[src/sv/oml_pkg.sv]
// Shared types and codes for the ordered mark list.
// No dependencies; imported by oml_cell and ordered_mark_list_unit.
`timescale 1ns / 1ps

package oml_pkg;

  // request codes
  localparam logic [1:0] REQ_MARK   = 2'd0;
  localparam logic [1:0] REQ_UNMARK = 2'd1;
  localparam logic [1:0] REQ_DUMP   = 2'd2;
  localparam logic [1:0] REQ_CLEAR  = 2'd3;

  // result status codes
  localparam logic [2:0] ST_JOINED     = 3'd0;
  localparam logic [2:0] ST_ALREADY    = 3'd1;
  localparam logic [2:0] ST_REMOVED    = 3'd2;
  localparam logic [2:0] ST_NOT_LISTED = 3'd3;
  localparam logic [2:0] ST_OTHER_KIND = 3'd4;
  localparam logic [2:0] ST_FULL_DROP  = 3'd5;
  localparam logic [2:0] ST_ENTRY      = 3'd6;
  localparam logic [2:0] ST_EMPTY      = 3'd7;

  // a dump reports at most this many entries
  localparam int MAX_RESULTS = 16;

  // command broadcast to every cell of the chain
  typedef struct packed {
    logic append;  // write the request index into the cell at the tail
    logic remove;  // cells at and above the match take their neighbour's entry
    logic rotate;  // one step of the dump rotation
  } cell_cmd_t;

endpackage

[src/sv/oml_cell.sv]
// One cell of the list chain: holds one entry, compares it with the request
// index and passes the match prefix on.  Depends on oml_pkg.
`timescale 1ns / 1ps

module oml_cell import oml_pkg::*; #(
  parameter int POS = 0,
  parameter int IW  = 8,
  parameter int CW  = 5
) (
  input  logic          clk,
  input  cell_cmd_t     cmd,
  input  logic [CW-1:0] count,
  input  logic [IW-1:0] idx,
  input  logic [IW-1:0] nbr_entry,   // entry of the next younger cell
  input  logic [IW-1:0] wrap_entry,  // entry of cell zero, for rotation
  input  logic          shift_in,
  output logic          shift_out,
  output logic [IW-1:0] entry
);

  logic [IW-1:0] entry_r, entry_nxt;
  logic          valid, match;

  assign valid     = count > CW'(POS);
  assign match     = valid && (entry_r == idx);
  // set from the matching cell upwards
  assign shift_out = shift_in | match;
  assign entry     = entry_r;

  always_comb begin
    entry_nxt = entry_r;
    if (cmd.append && count == CW'(POS)) begin
      entry_nxt = idx;
    end else if (cmd.remove && shift_out) begin
      entry_nxt = nbr_entry;
    end else if (cmd.rotate) begin
      entry_nxt = (count == CW'(POS + 1)) ? wrap_entry : nbr_entry;
    end
  end

  always_ff @(posedge clk) begin
    entry_r <= entry_nxt;
  end

endmodule

[src/sv/ordered_mark_list_unit.sv]
// Top level of the ordered mark list: request decode, count, dump sequencer
// and output register.  Depends on oml_pkg and oml_cell.
`timescale 1ns / 1ps

// Keeps an insertion-ordered list of up to LIST_DEPTH cell indices for the
// mark kind held in the configuration register. The list lives in a chain of
// cells; every cell compares its entry with the request index at once, so a
// mark, unmark or clear request is resolved at its accept edge, and in_ready
// is high again as soon as the single result can be placed in the output
// register. A dump rotates the chain by one entry per cycle, pausing while an
// entry to be reported finds the output slot full, and emits cell zero each
// time, so it holds the input until its rotation is through; only the oldest
// 16 entries are reported, the rest of the rotation runs silently. A dump of
// an empty list is resolved at its accept edge like a clear, its single
// result registered there. Requests are taken only between dumps.

module ordered_mark_list_unit import oml_pkg::*; #(
  parameter int LIST_DEPTH  = 16,
  parameter int INDEX_WIDTH = 8
) (
  input  logic       clk,
  input  logic       rst_n,
  input  logic       cfg_wr_en,
  input  logic [3:0] cfg_wr_data,
  input  logic       in_valid,
  output logic       in_ready,
  input  logic [1:0] in_req_type,
  input  logic [7:0] in_cell_index,
  input  logic [3:0] in_mark_kind,
  output logic       out_valid,
  input  logic       out_ready,
  output logic [2:0] out_status,
  output logic [7:0] out_entry_index,
  output logic [3:0] out_position,
  output logic [4:0] out_list_count,
  output logic       out_is_last
);

  localparam int CW = $clog2(LIST_DEPTH + 1);
  localparam int IW = INDEX_WIDTH;

  typedef enum logic [1:0] {
    S_IDLE = 2'b01,
    S_DUMP = 2'b10
  } state_t;

  state_t        state_r, state_nxt;
  logic [3:0]    watched_r;
  logic [CW-1:0] count_r, count_nxt;
  logic [CW-1:0] step_r, step_nxt;

  logic          out_valid_r, out_valid_nxt;
  logic [2:0]    status_r, status_nxt;
  logic [7:0]    entry_r, entry_nxt;
  logic [3:0]    pos_r, pos_nxt;
  logic [4:0]    cnt_r, cnt_nxt;
  logic          last_r, last_nxt;

  cell_cmd_t     cmd;
  logic [IW-1:0] idx;
  logic [IW-1:0] entry_w [LIST_DEPTH];
  logic          shift_w [LIST_DEPTH+1];

  logic accept, slot_free, kind_ok, found, full;
  logic emit, dump_go, dump_done;

  assign idx       = IW'(in_cell_index);
  assign slot_free = !out_valid_r || out_ready;
  assign in_ready  = (state_r == S_IDLE) && slot_free;
  assign accept    = in_valid && in_ready;
  assign kind_ok   = in_mark_kind == watched_r;
  assign found     = shift_w[LIST_DEPTH];
  assign full      = count_r == CW'(LIST_DEPTH);

  // dump sequencing: steps past the report limit need no output slot
  assign emit      = 32'(step_r) < 32'(MAX_RESULTS);
  assign dump_go   = (state_r == S_DUMP) && (!emit || slot_free);
  assign dump_done = step_r == count_r - 1'b1;

  always_comb begin
    cmd.append = accept && in_req_type == REQ_MARK && kind_ok && !found && !full;
    cmd.remove = accept && in_req_type == REQ_UNMARK && kind_ok && found;
    cmd.rotate = dump_go;
  end

  assign shift_w[0] = 1'b0;

  for (genvar i = 0; i < LIST_DEPTH; i++) begin : g_cell
    logic [IW-1:0] nbr;
    if (i < LIST_DEPTH - 1) begin : g_mid
      assign nbr = entry_w[i+1];
    end else begin : g_end
      assign nbr = entry_w[0];
    end

    oml_cell #(
      .POS(i),
      .IW (IW),
      .CW (CW)
    ) u_cell (
      .clk       (clk),
      .cmd       (cmd),
      .count     (count_r),
      .idx       (idx),
      .nbr_entry (nbr),
      .wrap_entry(entry_w[0]),
      .shift_in  (shift_w[i]),
      .shift_out (shift_w[i+1]),
      .entry     (entry_w[i])
    );
  end

  always_comb begin
    state_nxt     = state_r;
    count_nxt     = count_r;
    step_nxt      = step_r;
    out_valid_nxt = out_valid_r && !out_ready;
    status_nxt    = status_r;
    entry_nxt     = entry_r;
    pos_nxt       = pos_r;
    cnt_nxt       = cnt_r;
    last_nxt      = last_r;

    if (cmd.append) begin
      count_nxt = count_r + 1'b1;
    end else if (cmd.remove) begin
      count_nxt = count_r - 1'b1;
    end

    if (accept) begin
      entry_nxt = '0;
      pos_nxt   = '0;
      last_nxt  = 1'b1;
      unique case (in_req_type) inside
        REQ_MARK, REQ_UNMARK: begin
          out_valid_nxt = 1'b1;
          if (!kind_ok) begin
            status_nxt = ST_OTHER_KIND;
          end else if (in_req_type == REQ_MARK) begin
            status_nxt = found ? ST_ALREADY : (full ? ST_FULL_DROP : ST_JOINED);
          end else begin
            status_nxt = found ? ST_REMOVED : ST_NOT_LISTED;
          end
          cnt_nxt = 5'(count_nxt);
        end
        REQ_CLEAR: begin
          out_valid_nxt = 1'b1;
          status_nxt    = ST_EMPTY;
          cnt_nxt       = '0;
          count_nxt     = '0;
        end
        default: begin
          if (count_r == '0) begin
            out_valid_nxt = 1'b1;
            status_nxt    = ST_EMPTY;
            cnt_nxt       = '0;
          end else begin
            state_nxt = S_DUMP;
            step_nxt  = '0;
          end
        end
      endcase
    end

    if (dump_go) begin
      if (emit) begin
        out_valid_nxt = 1'b1;
        status_nxt    = ST_ENTRY;
        entry_nxt     = 8'(entry_w[0]);
        pos_nxt       = 4'(step_r);
        cnt_nxt       = 5'(count_r);
        last_nxt      = dump_done || 32'(step_r) == 32'(MAX_RESULTS - 1);
      end
      step_nxt = step_r + 1'b1;
      if (dump_done) begin
        state_nxt = S_IDLE;
      end
    end
  end

  always_ff @(posedge clk) begin
    if (!rst_n) begin
      state_r     <= S_IDLE;
      watched_r   <= '0;
      count_r     <= '0;
      step_r      <= '0;
      out_valid_r <= 1'b0;
    end else begin
      state_r     <= state_nxt;
      count_r     <= count_nxt;
      step_r      <= step_nxt;
      out_valid_r <= out_valid_nxt;
      if (cfg_wr_en) begin
        watched_r <= cfg_wr_data;
      end
    end
  end

  always_ff @(posedge clk) begin
    status_r <= status_nxt;
    entry_r  <= entry_nxt;
    pos_r    <= pos_nxt;
    cnt_r    <= cnt_nxt;
    last_r   <= last_nxt;
  end

  assign out_valid       = out_valid_r;
  assign out_status      = status_r;
  assign out_entry_index = entry_r;
  assign out_position    = pos_r;
  assign out_list_count  = cnt_r;
  assign out_is_last     = last_r;

endmodule
[config.mk]
export PLATFORM = sky130hd
export DESIGN_NAME = ordered_mark_list_unit
export DESIGN_NICKNAME = d
export VERILOG_FILES = /design/src/sv/oml_pkg.sv /design/src/sv/oml_cell.sv /design/src/sv/ordered_mark_list_unit.sv
export SDC_FILE = /design/constraint.sdc
export NUM_CORES = 1
export LEC_CHECK = 0
export ABC_CLOCK_PERIOD_IN_PS = 4150
export BUFFER_PORTS_ARGS = -buffer_cell sky130_fd_sc_hd__buf_2
export CAP_MARGIN = 20
export CORE_AREA = 4 4 180 182
export DETAILED_ROUTE_END_ITERATION = 7
export DIE_AREA = 0 0 184 186
export PLACE_DENSITY = 0.59
export SKIP_CTS_REPAIR_TIMING = 1
export SYNTH_ARGS = -nofsm -noshare
export SYNTH_HDL_FRONTEND = slang
export SYNTH_SLANG_ARGS = --single-unit
[constraint.sdc]
create_clock -name clk -period 4.15 [get_ports clk]
set_clock_uncertainty 0.15 [all_clocks]
set_input_delay 0.415 -clock clk [delete_from_list [all_inputs] [get_ports clk]]
set_output_delay 0.415 -clock clk [all_outputs]
set_load 0.03 [all_outputs]
# Word-level counts from Yosys, hierarchy flattened
# Cells that the tools add are included.
# totals
register_bits	166
output_inout_bits	23
# classes
n_lt_le_gt_ge	17
n_addsub	3
n_reduce_logical	90
n_mux	105
bitwise_logic	15
eq_ne	42
# op_table
op	count
two-way mux 8 bit	66
equality test 8 bit	16
two-way mux 5 bit	12
logical AND 1 bit	59
nonzero test 3 bit	16
equality test 5 x 4 -> 1 bit (second input constant)	9
greater-than comparator 5 x 4 -> 1 bit (second input constant)	8
two-way mux 3 bit	8
equality test 5 x 3 -> 1 bit (second input constant)	4
greater-than comparator 5 x 3 -> 1 bit (second input constant)	4
OR 1 bit	15
two-way mux 4 bit	3
adder 5 x 1 -> 5 bit (second input constant)	2
equality test 5 x 2 -> 1 bit (second input constant)	2
greater-than comparator 5 x 1 -> 1 bit (second input constant)	2
greater-than comparator 5 x 2 -> 1 bit (second input constant)	2
two-way mux 2 bit	5
one-hot mux 5 bit (2 select lines)	1
two-way mux 1 bit	9
one-hot mux 3 bit (2 select lines)	1
equality test 5 x 1 -> 1 bit (second input constant)	1
equality test 5 bit	1
equality test 5 bit (second input constant)	1
zero test 1 bit	5
16 further kinds	20

# Logic depth before layout (Yosys ltp)
# Gate-level depths: netlist of the first run.
# logic_depth
word_depth	25
ltp_mapped	16
ltp_nobuf	11

# By module
# From an unflattened synthesis of the first run, not the netlist that was laid out.
# hier_totals
cells_unflattened	1259
hier_area_um2	12072.8
# by_module_without_submodules
mod	area_per_inst_um2	instances	cells_each
ordered_mark_list_unit	1940.6	1	238
oml_cell at g_cell[8].u_cell	688.2	1	70
oml_cell at g_cell[12].u_cell	681.9	1	73
oml_cell at g_cell[14].u_cell	671.9	1	67
oml_cell at g_cell[15].u_cell	669.4	1	58
oml_cell at g_cell[5].u_cell	663.1	1	68
oml_cell at g_cell[2].u_cell	648.1	1	65
oml_cell at g_cell[10].u_cell	641.9	1	65
oml_cell at g_cell[0].u_cell	631.9	1	64
oml_cell at g_cell[7].u_cell	630.6	1	66
oml_cell at g_cell[1].u_cell	625.6	1	67
oml_cell at g_cell[11].u_cell	616.8	1	70
oml_cell at g_cell[4].u_cell	610.6	1	68
oml_cell at g_cell[6].u_cell	599.3	1	50
3 more rows	-	-	-

# Worst setup path before layout of the first run
# OpenSTA, ideal clock, no wires.
# synth_path
kind	reg-to-reg
startpoint	register count_r[1]
endpoint	register g_cell[6].u_cell.entry_r[0], enable pin
setup_slack_ns	0.457
path_stages_with_launch	15
arrival_time_ns	3.167
cell_sequence	dfxtp_1 > buf_2 > inv_1 > ha_1 > clkbuf_1 > o21ba_2 > and3_1 > o211ai_1 > nand2_1 > or4_4 > nor3_2 > buf_2 > nand3_1 > buf_2 > o211ai_1
# synth_via
elab_chain_cells	22
# synth_rtl
element	line_no	source
from (decl)	ordered_mark_list_unit.sv:49	logic [CW-1:0] count_r, count_nxt;
from (signal assigned)	ordered_mark_list_unit.sv:190	count_r <= count_nxt;
greater-than comparator 5 x 1 -> 1 bit	oml_cell.sv:24	assign valid = count > CW'(POS);
logical AND 1 bit	oml_cell.sv:25	assign match = valid && (entry_r == idx);
OR 1 bit (15 in a row)	oml_cell.sv:27	assign shift_out = shift_in | match;
zero test 1 bit	ordered_mark_list_unit.sv:81	cmd.append = accept && in_req_type == REQ_MARK && kind_ok && !found && !full;
logical AND 1 bit (2 in a row)	ordered_mark_list_unit.sv:81	
logical AND 1 bit	oml_cell.sv:32	if (cmd.append && count == CW'(POS)) begin
nonzero test 3 bit (no line) *	-	
to (signal assigned)	oml_cell.sv:42	entry_r <= entry_nxt;
to (decl)	oml_cell.sv:21	logic [IW-1:0] entry_r, entry_nxt;
# Every way passes the cells marked *; elsewhere a longest branch is shown, timed or not.
# A chain may end at the register's enable or synchronous reset.

# Final worst setup path of the first run
# layout_path
startpoint	register count_r[4]
endpoint	register g_cell[15].u_cell.entry_r[7], enable pin
# layout_via
elab_chain_cells	22
# layout_rtl
element	line_no
greater-than comparator 5 x 1 -> 1 bit	oml_cell.sv:24
logical AND 1 bit	oml_cell.sv:25
OR 1 bit (15 in a row)	oml_cell.sv:27
zero test 1 bit	ordered_mark_list_unit.sv:81
logical AND 1 bit (2 in a row)	ordered_mark_list_unit.sv:81
logical AND 1 bit	oml_cell.sv:32
nonzero test 3 bit (no line) *	-
to (signal assigned)	oml_cell.sv:42
to (decl)	oml_cell.sv:21
# Marks and branches as above.

==> summary.txt, run 1 <==
Status
  – Status: finished clean

Synth
  – Unique masters post-synth: 67
  – Most common cell in the netlist: nor2_1
  – Top-area cell type share of the netlist area: 36.2%
  – Syn Inst Count: 1096
  – Synth warnings: 0
  – Cell Area, Synth: 10600 µm²
  – Post-synth EDFFs: 128
  – Syn avg cell area: 9.69 µm²
  – Sequential-to-total area share from yosys stat: 43.3%
  – Leading area contributor after synthesis: edfxtp_1
  – FFs w/ async S/R, synth: 0%
  – #FFs+latches synth: 166
  – Top cells by count, synth: nor2_1, edfxtp_1, mux2i_1, a21oi_1, xor2_1
  – Syn Nets: 1127
  – Area contributors post-synth: edfxtp_1, mux2i_1, dfxtp_1, xor2_1, a21oi_1
  – Main synth FF type: edfxtp_1

Detailed routing
  – Routed wire length: 29.8 mm
  – Via/cell ratio: 5.40
  – WL/cell: 19.3 µm
  – # DRC: 0
  – Final ANT Viol Nets: 0
  – Vias: 8303
  – Drt pass-1 iters: 5
  – Iteration-0 DRC Markers: 708

Clock tree
  – CTS buffer count: 17
  – Clock Path Buffers: 2
  – Clock Pin Slew Worst Setup and Hold Paths: 0.07 ns
  – Htree depth: 4
  – CTS tree: yes
  – Clock Latency Late Sink: 0.44 ns
  – Clk root buf: clkbuf_16
  – CTS sink cnt: 166

Pwr
  – Power Internal: 0.00275 W
  – Reg power frac: 48.9%
  – Pleak: 4.95 nW
  – Clock power share: 45.2%
  – Overall Power: 0.00363 W
  – Logic pwr share: 5.9%
  – Pwr Density: 301 nW/µm²
  – Maximum VDD drop: 0.232 mV
  – NetSw: 0.000883 W
  – Net Sw Frac: 24.3%

Critical path
  – Buf+Inv Stages, Crit Path: 1
  – Worst EP arrival: 3.71 ns
  – Worst Path Required: 4.09 ns
  – Worst reg2reg endpoint: g_cell[15].u_cell.entry[7]
  – Critical path's slowest cell: dfxtp_1
  – CP max FO: 16
  – Cell Chain, Critical Path: nor3_4, o21ai_0, and3_1, nor3_2, nand3_1, nor3_2, buf_4, nand2_1, nand3_1
  – Largest stage delay, worst path: 0.50 ns
  – Internal reg-to-reg setup slack: 0.38 ns
  – Startpoint Class: flip-flop
  – CP Class: flip-flop to flip-flop
  – CP delay by family, top: simple AND/OR/NAND/NOR gates
  – Worst r2r path cells: 9
  – Critical path capture point type: flip-flop
  – Worst flop-to-flop path startpoint: count_r[4]

Layout
  – Ant. Diodes: 0
  – Post-layout nets: 1161
  – Multi-input logic area: 5560 µm²
  – Area grow syn2layout: 13.6%
  – Fill cells: 3011
  – Final Util: 39.5%
  – Register Area: 4600 µm²
  – Share of layout cells above drive strength 1: 15.6%

Timing
  – Endpoints failing hold: 0
  – Slew Limit Headroom: 39.8%
  – Unrepaired setup endpoints after global routing: no
  – # setup viols final: 0
  – Final Max Tran Viols: 0
  – Worst hold slack: 0.0938 ns
  – Final worst path period share: 90.8%
  – Total negative setup slack: 0 ns
  – Period minus WS final: 3.77 ns
  – FMAX: 265 MHz
  – Actual slew at the worst max-slew pin: 0.900 ns

Floorplan
  – Die ar.: 34200 µm²
  – Die X: 184 µm
  – Core Area: 30600 µm²
  – Die H: 186 µm
  – Row count: 64
  – Initial core utilization: 34.7%
  – I/O Pins: 46

Placement
  – Final Wtd Congestion: 0.878
  – Hpwl dp: 20.9 mm
  – IO Port Bufs: 45

Global routing
  – Grt ovf: 0
  – Vias in the first global route: 8052
  – First-pass GRT wire length: 47.3 mm
  – Antenna violations before repair: 0
  – Tot GR Track Use: 17.6%
  – Largest net degree at the start of global routing: 33

Worst hold path
  – Min-delay src: cfg_wr_data[0]
  – WHS Path Cells: 3
  – Worst Hold Endpoint: watched_r[0]
  – Worst hold-check path type: primary input to flip-flop

Flow run
  – Max-cap viol count: 0
-- per-stage QoR --
stage,setup WS [ns],std cells,cell area (µm²)
floorplan,0.457,1096,10600
global placement,0.419,1507,11500
detailed placement,0.339,1507,11500
CTS,0.404,1539,12100
global route,0.0230,1539,12100
finish,0.381,1539,12100
-- state kept, by name, indices dropped and copies added, names as in the netlist --
signal,count
watched_r,4
state_r,2
out_status,3
out_valid,1
count_r,5
step_r,5
out_is_last,1
out_position,4
out_list_count,5
g_cell.u_cell.entry,128
out_entry_index,8
-- worst max-delay path by stage --
stage,start,to,slack (ns),cells after the start
3_3_place_gp,in_cell_index[1],g_cell[6].u_cell.entry[2],0.42,11
5_1_grt,count_r[2],g_cell[0].u_cell.entry[4],0.02,9
3_5_place_dp,in_cell_index[6],g_cell[15].u_cell.entry[1],0.34,10
2_1_floorplan,count_r[1],g_cell[6].u_cell.entry[0],0.46,14
4_1_cts,count_r[4],g_cell[15].u_cell.entry[4],0.40,9
6_report,count_r[4],g_cell[15].u_cell.entry[7],0.38,9
-- tightest hold or removal path, stage by stage --
cell	delay, ns
buf_2	0.07
mux2i_1	0.05
nor2b_1	0.10
-- layout make-up --
type,count,area share [%]
Multi-Input combinational cell,828,46.0
Inverter,12,0.373
Sequential cell,166,38.1
Tap cell,396,4.10
Clock buffer,21,4.19
Clock inverter,11,0.850
Timing Repair Buffer,105,6.32
-- per-layer routing --
metal  track usage, %  part of all wire [%]  vias up
li1                 -                     -     3982
met1             23.7                    46     4069
met2             29.6                    48      212
met3             2.50                   4.1       40
met4             4.94                   1.9        0
met5                0                     0        -
-- logic make-up (layout without fill, tap and decap cells) --
group,count (synthesis),after routing,synth area share [%]
AND/OR/NAND/NOR,345,345,15.6
AO/OA/AOI/OAI,201,201,11.3
flip-flops,166,166,43.3
XOR/XNOR,139,139,11.5
multiplexers,135,135,13.0
buffers and inverters,102,149,4.37
adder cells (fa/ha/maj),8,8,0.942
-- cell usage in the layout, fill, tap and decap left out, drive strengths merged, types with 6 or more instances in the layout --
cell type  instances
o31ai              6
clkbuf            21
clkinv             6
o211ai            11
nor2             133
nand4             23
ha                 8
nor3              15
buf              105
nand3             38
mux2              17
o21ai             38
and3              13
xor2              83
nor2b              8
nor4              18
a21oi            115
mux2i            118
inv               17
dfxtp             38
nand2             71
xnor2             56
edfxtp           128
-- power groups by stage --
stage | registers [W] | logic [W] | clock network (W)
3_5_place_dp | 0.00181 | 0.000214 | 0
4_1_cts | 0.00177 | 0.000215 | 0.00167
2_1_floorplan | 0.00182 | 0.000136 | 0
3_3_place_gp | 0.00181 | 0.000213 | 0
6_report | 0.00177 | 0.000216 | 0.00164
5_1_grt | 0.00177 | 0.000232 | 0.00173
No activity file was read; power rests on OpenSTA's default activity.
==> inputs of run 2 (changes only) <==
--- a/config.mk
+++ b/config.mk
@@ -5,12 +5,13 @@
 export SDC_FILE = /design/constraint.sdc
 export NUM_CORES = 1
 export LEC_CHECK = 0
+export ABC_AREA = 1
 export ABC_CLOCK_PERIOD_IN_PS = 4150
 export BUFFER_PORTS_ARGS = -buffer_cell sky130_fd_sc_hd__buf_2
 export CAP_MARGIN = 20
-export CORE_AREA = 4 4 180 182
+export CORE_AREA = 4 4 190 192
 export DETAILED_ROUTE_END_ITERATION = 7
-export DIE_AREA = 0 0 184 186
+export DIE_AREA = 0 0 194 196
 export PLACE_DENSITY = 0.59
 export SKIP_CTS_REPAIR_TIMING = 1
 export SYNTH_ARGS = -nofsm -noshare
==> run 2 against run 1 <==
  * Via count rose by 42%
  * Wire length rose by 36%
  * Critical path type unchanged
  * First-iteration DRC count rose by 77%
  * Largest cell class unchanged
  * Critical path depth rose by 10
  * Critical endpoint is now g_cell[1].u_cell.entry[5]
==> summary.txt, run 2 <==
Status
  – Status: finished clean (unchanged)

Critical path
  – Critical path's slowest cell: dfxtp_1 (unchanged)
  – Most used cell, CP: nor2_1
  – Worst r2r path cells: 19 (was 9)
  – Worst EP arrival: 3.90 ns (was 3.71 ns)
  – Worst setup endpoint: g_cell[1].u_cell.entry[5] (was g_cell[15].u_cell.entry[7])
  – Worst flop-to-flop path startpoint: count_r[3] (was count_r[4])
  – Beginning of the critical path: count_r[3] (was count_r[4])
  – Cell Chain, Critical Path: nor2_8, nand2_4, clkinv_2, nand2_2, nand3_1, nor2_1, nor2_1, nand4_1, nor2_1, nand4_1, nor2_1, nand4_1, nor2_2, nand3_2, and2_1, buf_12, nand2_1, nand3_1, buf_4 (was nor3_4, o21ai_0, and3_1, nor3_2, nand3_1, nor3_2, buf_4, nand2_1, nand3_1)
  – Worst Path Required: 4.19 ns (was 4.09 ns)
  – CP max FO: 27 (was 16)
  – Internal reg-to-reg setup slack: 0.29 ns (was 0.38 ns)
  – Startpoint Class: flip-flop (unchanged)
  – Largest stage delay, worst path: 0.47 ns (was 0.50 ns)
  – Critical path capture point type: flip-flop (unchanged)
  – Worst reg2reg endpoint: g_cell[1].u_cell.entry[5] (was g_cell[15].u_cell.entry[7])
  – CP Class: flip-flop to flip-flop (unchanged)

Detailed routing
  – Routed wire length: 40.5 mm (was 29.8 mm)
  – Final ANT Viol Nets: 0 (unchanged)
  – Met3 WL: 3.15 mm (was 1.21 mm)
  – Iteration-0 DRC Markers: 1250 (was 708)
  – Drt pass-1 iters: 6 (was 5)
  – Vias: 11800 (was 8303)
  – WL met2: 18.3 mm (was 14.3 mm)
  – # DRC: 0 (unchanged)
  – Via/cell ratio: 5.26 (was 5.40)
  – Routed length on met1: 18.0 mm (was 13.6 mm)
  – Highest metal used: met4 (unchanged)
  – WL/cell: 18.0 µm (was 19.3 µm)

Global routing
  – First-pass GRT wire length: 62.9 mm (was 47.3 mm)
  – Vias in the first global route: 10900 (was 8052)
  – Grt ovf: 0 (unchanged)
  – Tot GR Track Use: 21.1% (was 17.6%)
  – Antenna violations before repair: 0 (unchanged)
  – Largest net degree at the start of global routing: 28 (was 33)

Synth
  – Sequential-to-total area share from yosys stat: 38.4% (was 43.3%)
  – Area contributors post-synth: edfxtp_1, nand2_1, o21ai_0, dfxtp_1, o21ai_1 (was edfxtp_1, mux2i_1, dfxtp_1, xor2_1, a21oi_1)
  – FFs w/ async S/R, synth: 0% (unchanged)
  – Top-area cell type share of the netlist area: 32.1% (was 36.2%)
  – Syn Inst Count: 1710 (was 1096)
  – Syn avg cell area: 7.00 µm² (was 9.69 µm²)
  – Top cells by count, synth: nand2_1, o21ai_0, inv_1, edfxtp_1, o21ai_1 (was nor2_1, edfxtp_1, mux2i_1, a21oi_1, xor2_1)
  – Syn Nets: 1741 (was 1127)
  – Post-synth EDFFs: 128 (unchanged)
  – Most common cell in the netlist: nand2_1 (was nor2_1)
  – #FFs+latches synth: 166 (unchanged)
  – Leading area contributor after synthesis: edfxtp_1 (unchanged)
  – Unique masters post-synth: 50 (was 67)
  – Main synth FF type: edfxtp_1 (unchanged)
  – Cell Area, Synth: 12000 µm² (was 10600 µm²)
  – Synth warnings: 0 (unchanged)

Timing
  – Final Max Tran Viols: 0 (unchanged)
  – # setup viols final: 0 (unchanged)
  – Endpoints failing hold: 0 (unchanged)
  – Setup WS post-layout: 0.293 ns (was 0.381 ns)
  – Final worst path period share: 92.9% (was 90.8%)
  – Slew Limit Headroom: 47.6% (was 39.8%)
  – FMAX: 259 MHz (was 265 MHz)
  – Unrepaired setup endpoints after global routing: no (unchanged)
  – Total negative setup slack: 0 ns (unchanged)
  – Period minus WS final: 3.86 ns (was 3.77 ns)
  – Actual slew at the worst max-slew pin: 0.783 ns (was 0.900 ns)

Layout
  – Share of layout cells above drive strength 1: 14.1% (was 15.6%)
  – Commonest non-fill, non-tap cells in the layout: nand2_1, o21ai_0, inv_1, edfxtp_1, o21ai_1 (was nor2_1, edfxtp_1, mux2i_1, a21oi_1, xor2_1)
  – Post-layout nets: 1811 (was 1161)
  – Fill cells: 3567 (was 3011)
  – Max reg flops: 128 (unchanged)
  – Finished Cell Area: 13700 µm² (was 12100 µm²)
  – Most common library cell in the layout ignoring fill and taps: nand2_1 (was nor2_1)
  – Ant. Diodes: 0 (unchanged)
  – Area grow syn2layout: 14.7% (was 13.6%)

Floorplan
  – Die H: 196 µm (was 186 µm)
  – Row count: 68 (was 64)
  – Die ar.: 38000 µm² (was 34200 µm²)
  – Core Area: 34400 µm² (was 30600 µm²)
  – Die X: 194 µm (was 184 µm)
  – Initial core utilization: 34.8% (was 34.7%)
  – I/O Pins: 46 (unchanged)

Clock tree
  – CTS sink cnt: 166 (unchanged)
  – Clock Latency Late Sink: 0.45 ns (was 0.44 ns)
  – Clock Pin Slew Worst Setup and Hold Paths: 0.07 ns (about the same)
  – CTS buffer count: 17 (unchanged)
  – Htree depth: 4 (unchanged)
  – CTS tree: yes (unchanged)
  – Clock Path Buffers: 2 (unchanged)
  – Clk root buf: clkbuf_16 (unchanged)

Placement
  – Final Wtd Congestion: 0.946 (was 0.878)
  – IO Port Bufs: 45 (unchanged)
  – Area after DPL: 13100 µm² (was 11500 µm²)
  – Dpl ws: 0.0487 ns (was 0.339 ns)
  – Hpwl dp: 29.7 mm (was 20.9 mm)

Pwr
  – Pwr Density: 266 nW/µm² (was 301 nW/µm²)
  – Maximum VDD drop: 0.297 mV (was 0.232 mV)
  – Overall Power: 0.00366 W (was 0.00363 W)
  – Pleak: 6.27 nW (was 4.95 nW)

Worst hold path
  – Worst hold-check path type: primary input to flip-flop (unchanged)

Flow run
  – Max-cap viol count: 0 (unchanged)
run 2: cell types whose count changed after synthesis, sizes merged, moves of 48 or more:
cell	change
inv	+137
a21oi	-90
mux2i	-118
o21ai	+293
nand2	+487
xor2	-48
run 2: logic make-up (layout without fill, tap and decap cells):
kind of cell,after synthesis,count (layout),synth area share [%]
buffers and inverters,252,335,8.90
and+or+nand+nor,838,838,30.8
adders and majority gates,8,8,0.836
DFF,166,166,38.4
AOI/OAI and AO/OA,395,395,17.3
xor gates and xnor gates,51,51,3.73
run 2: critical path: cells and delay by family, from the launching register on:
kind                   cells  cell delay [ns]
buffers and inverters      3             0.49
and+or+nand+nor           16             2.46
DFF                        1             0.47
run 2: report_power, final:
group	switching [W]	total, W	internal [W]	leakage, nW
clock network	0.000732	0.00160	0.000867	0.287
logic	0.000192	0.000279	0.0000871	4.53
registers	0.00000715	0.00178	0.00177	1.46
total	0.000931	0.00366	0.00273	6.27
run 2: layout make-up:
type	instances	area [µm²]	area share, %
clock inverters	10	81.3	0.592
flip-flops and latches	166	4600	33.5
repair buffers	152	1100	7.99
multi-input cells	1292	6320	46.0
well taps	455	569	4.14
inverters	151	571	4.15
clock buffers	22	497	3.61
run 2: how the worst min path moves through the flow:
stage                          from              end  cells after the start
floorplan                 step_r[4]        step_r[4]                      2
global placement    out_position[3]  out_position[3]                      2
detailed placement  out_position[3]  out_position[3]                      2
CTS                  cfg_wr_data[2]     watched_r[2]                      3
global route         cfg_wr_data[3]     watched_r[3]                      3
finish               cfg_wr_data[2]     watched_r[2]                      3
run 2: metrics by stage:
stage                     cells  hold WS (ns)  utilization (%)
after detailed placement   2212         0.327             38.1
after floorplan            1710         0.304                -
after global routing       2248        0.0434             40.0
after CTS                  2244        0.0222             39.8
final                      2248        0.0417             40.0
after global placement     2212         0.318             38.1
run 2: per-layer routing:
layer | vias up | GRT usage [%]
li1 | 5848 | -
met1 | 5435 | 28.9
met2 | 449 | 34.4
met3 | 86 | 3.30
met4 | 0 | 6.43
met5 | - | 0
==> inputs of run 3 (changes only) <==
--- a/config.mk
+++ b/config.mk
@@ -9,9 +9,9 @@
 export ABC_CLOCK_PERIOD_IN_PS = 4150
 export BUFFER_PORTS_ARGS = -buffer_cell sky130_fd_sc_hd__buf_2
 export CAP_MARGIN = 20
-export CORE_AREA = 4 4 190 192
+export CORE_AREA = 2 2 188 190
 export DETAILED_ROUTE_END_ITERATION = 7
-export DIE_AREA = 0 0 194 196
+export DIE_AREA = 0 0 190 192
 export PLACE_DENSITY = 0.59
 export SKIP_CTS_REPAIR_TIMING = 1
 export SYNTH_ARGS = -nofsm -noshare
==> run 3 against run 2 <==
  * Global-route usage grew 1.7 points
  * Cell count shrank 0.44%
  * Largest cell class unchanged
  * Largest power group unchanged
  * Clock power increased by 3%
  * Combinational power barely moved
  * Die area fell by 4.1%
  * Critical endpoint is now g_cell[11].u_cell.entry[2]
==> summary.txt, run 3 (synthesized netlist as in run 2, its figures left out) <==
Timing
  – # setup viols final: 0 (unchanged)
  – Endpoints failing hold: 0 (unchanged)
  – FMAX: 255 MHz (was 259 MHz)
  – Setup WS post-layout: 0.223 ns (was 0.293 ns)
  – Final Max Tran Viols: 0 (unchanged)
  – Actual slew at the worst max-slew pin: 0.915 ns (was 0.783 ns)
  – Slew Limit Headroom: 38.7% (was 47.6%)
  – Total negative setup slack: 0 ns (unchanged)
  – Period minus WS final: 3.93 ns (was 3.86 ns)
  – Unrepaired setup endpoints after global routing: no (unchanged)
  – Final worst path period share: 94.6% (was 92.9%)

Flow run
  – Max-cap viol count: 0 (unchanged)

Pwr
  – Maximum VDD drop: 0.295 mV (was 0.297 mV)
  – Overall Power: 0.00371 W (was 0.00366 W)
  – Pleak: 6.24 nW (was 6.27 nW)
  – Pwr Density: 272 nW/µm² (was 266 nW/µm²)

Detailed routing
  – # DRC: 0 (unchanged)
  – Final ANT Viol Nets: 0 (unchanged)
  – Via/cell ratio: 5.30 (was 5.26)
  – Routed wire length: 40.9 mm (was 40.5 mm)
  – Iteration-0 DRC Markers: 1264 (was 1250)
  – Drt pass-1 iters: 5 (was 6)
  – WL/cell: 18.3 µm (was 18.0 µm)
  – Vias: 11900 (was 11800)

Global routing
  – Vias in the first global route: 10800 (was 10900)
  – Tot GR Track Use: 22.8% (was 21.1%)
  – First-pass GRT wire length: 63.2 mm (was 62.9 mm)
  – Antenna violations before repair: 0 (unchanged)
  – Largest net degree at the start of global routing: 26 (was 28)
  – Grt ovf: 0 (unchanged)

Placement
  – Placed cell count: 2205 (was 2212)
  – IO Port Bufs: 45 (unchanged)
  – Final Wtd Congestion: 0.964 (was 0.946)
  – Hpwl dp: 30.3 mm (was 29.7 mm)
  – Dpl ws: 0.120 ns (was 0.0487 ns)

Layout
  – Most common library cell in the layout ignoring fill and taps: nand2_1 (unchanged)
  – Post-layout nets: 1801 (was 1811)
  – Ant. Diodes: 0 (unchanged)
  – Finished Layout Cells: 2238 (was 2248)
  – Share of layout cells above drive strength 1: 13.9% (was 14.1%)
  – Area grow syn2layout: 14.1% (was 14.7%)
  – Fill cells: 3527 (was 3567)
  – Max reg flops: 128 (unchanged)
  – Commonest non-fill, non-tap cells in the layout: nand2_1, o21ai_0, inv_1, edfxtp_1, o21ai_1 (unchanged)
  – Final Util: 39.9% (was 40.0%)

Clock tree
  – Htree depth: 4 (unchanged)
  – Clock Pin Slew Worst Setup and Hold Paths: 0.08 ns (was 0.07 ns)
  – CTS tree: yes (unchanged)
  – Clk root buf: clkbuf_16 (unchanged)
  – CTS buffer count: 17 (unchanged)
  – Clock Path Buffers: 2 (unchanged)
  – CTS sink cnt: 166 (unchanged)
  – Clock Latency Late Sink: 0.45 ns (about the same)

Worst hold path
  – Worst hold-check path type: primary input to flip-flop (unchanged)
  – Min-delay src: cfg_wr_data[1] (was cfg_wr_data[2])

Critical path
  – Startpoint Class: flip-flop (unchanged)
  – Worst EP arrival: 3.86 ns (was 3.90 ns)
  – Worst Path Required: 4.09 ns (was 4.19 ns)
  – Worst flop-to-flop path startpoint: count_r[4] (was count_r[3])
  – Beginning of the critical path: count_r[4] (was count_r[3])
  – CP Class: flip-flop to flip-flop (unchanged)
  – CP max FO: 22 (was 27)
  – Critical path capture point type: flip-flop (unchanged)

Floorplan
  – Die X: 190 µm (was 194 µm)
  – Die H: 192 µm (was 196 µm)
  – Core Area: 34300 µm² (was 34400 µm²)
  – Initial core utilization: 34.9% (was 34.8%)
  – I/O Pins: 46 (unchanged)
  – Row count: 68 (unchanged)
  – Die ar.: 36500 µm² (was 38000 µm²)

Status
  – Status: finished clean (unchanged)
==> run 3: path summary, 6_finish.rpt <==
check | end | slack [ns] | cells after the start
max | g_cell[11].u_cell.entry[2] | 0.22 | 16
min | watched_r[1] | 0.05 | 3
max reg2reg | g_cell[11].u_cell.entry[2] | 0.22 | 16
min reg2reg | out_position[2] | 0.34 | 2
==> run 3: final cells by class <==
type,instances,area [µm²],share of cell area (%)
Clock buffer,21,504,3.69
Clock inverter,11,96.3,0.705
Inverter,151,568,4.16
Multi-Input combinational cell,1292,6330,46.3
Sequential cell,166,4600,33.7
Tap cell,455,569,4.17
Timing Repair Buffer,142,991,7.25
==> run 3: through the flow <==
step | hold WS, ns | cell area, µm²
6_report | 0.0531 | 13700
5_1_grt | 0.0440 | 13700
4_1_cts | 0.0423 | 13600
3_5_place_dp | 0.322 | 13000
3_3_place_gp | 0.318 | 13000
2_1_floorplan | 0.304 | 12000
==> run 3: layer usage <==
| metal | vias to the layer above | GRT usage (%) | wire (µm) | part of all wire, % |
|---|---|---|---|---|
| met5 | - | 0 | 0 | 0 |
| met4 | 0 | 9.39 | 1380 | 3.4 |
| met3 | 82 | 3.09 | 3020 | 7.4 |
| met2 | 445 | 36.6 | 18400 | 45 |
| met1 | 5498 | 30.9 | 18000 | 44 |
| li1 | 5833 | - | - | - |
==> run 3: worst max-delay path, cell delays in order (launching register included) <==
cell      delay [ns]
dfxtp_1         0.43
inv_2           0.15
nand2_2         0.13
o21ai_0         0.32
buf_4           0.18
nand3b_1        0.16
nand4_1         0.18
nor2_1          0.13
nand4_1         0.16
nor2_1          0.18
nand4_1         0.18
nor2_2          0.16
nand3_2         0.08
and2_1          0.19
buf_12          0.18
nand2_2         0.23
nand3_1         0.36
==> run 3: power by group <==
group / total (W) / switching (W) / leakage (nW) / internal, W
combinational: 0.000279 / 0.000192 / 4.48 / 0.0000872
sequential: 0.00178 / 0.00000695 / 1.46 / 0.00177
clock: 0.00165 / 0.000760 / 0.299 / 0.000894
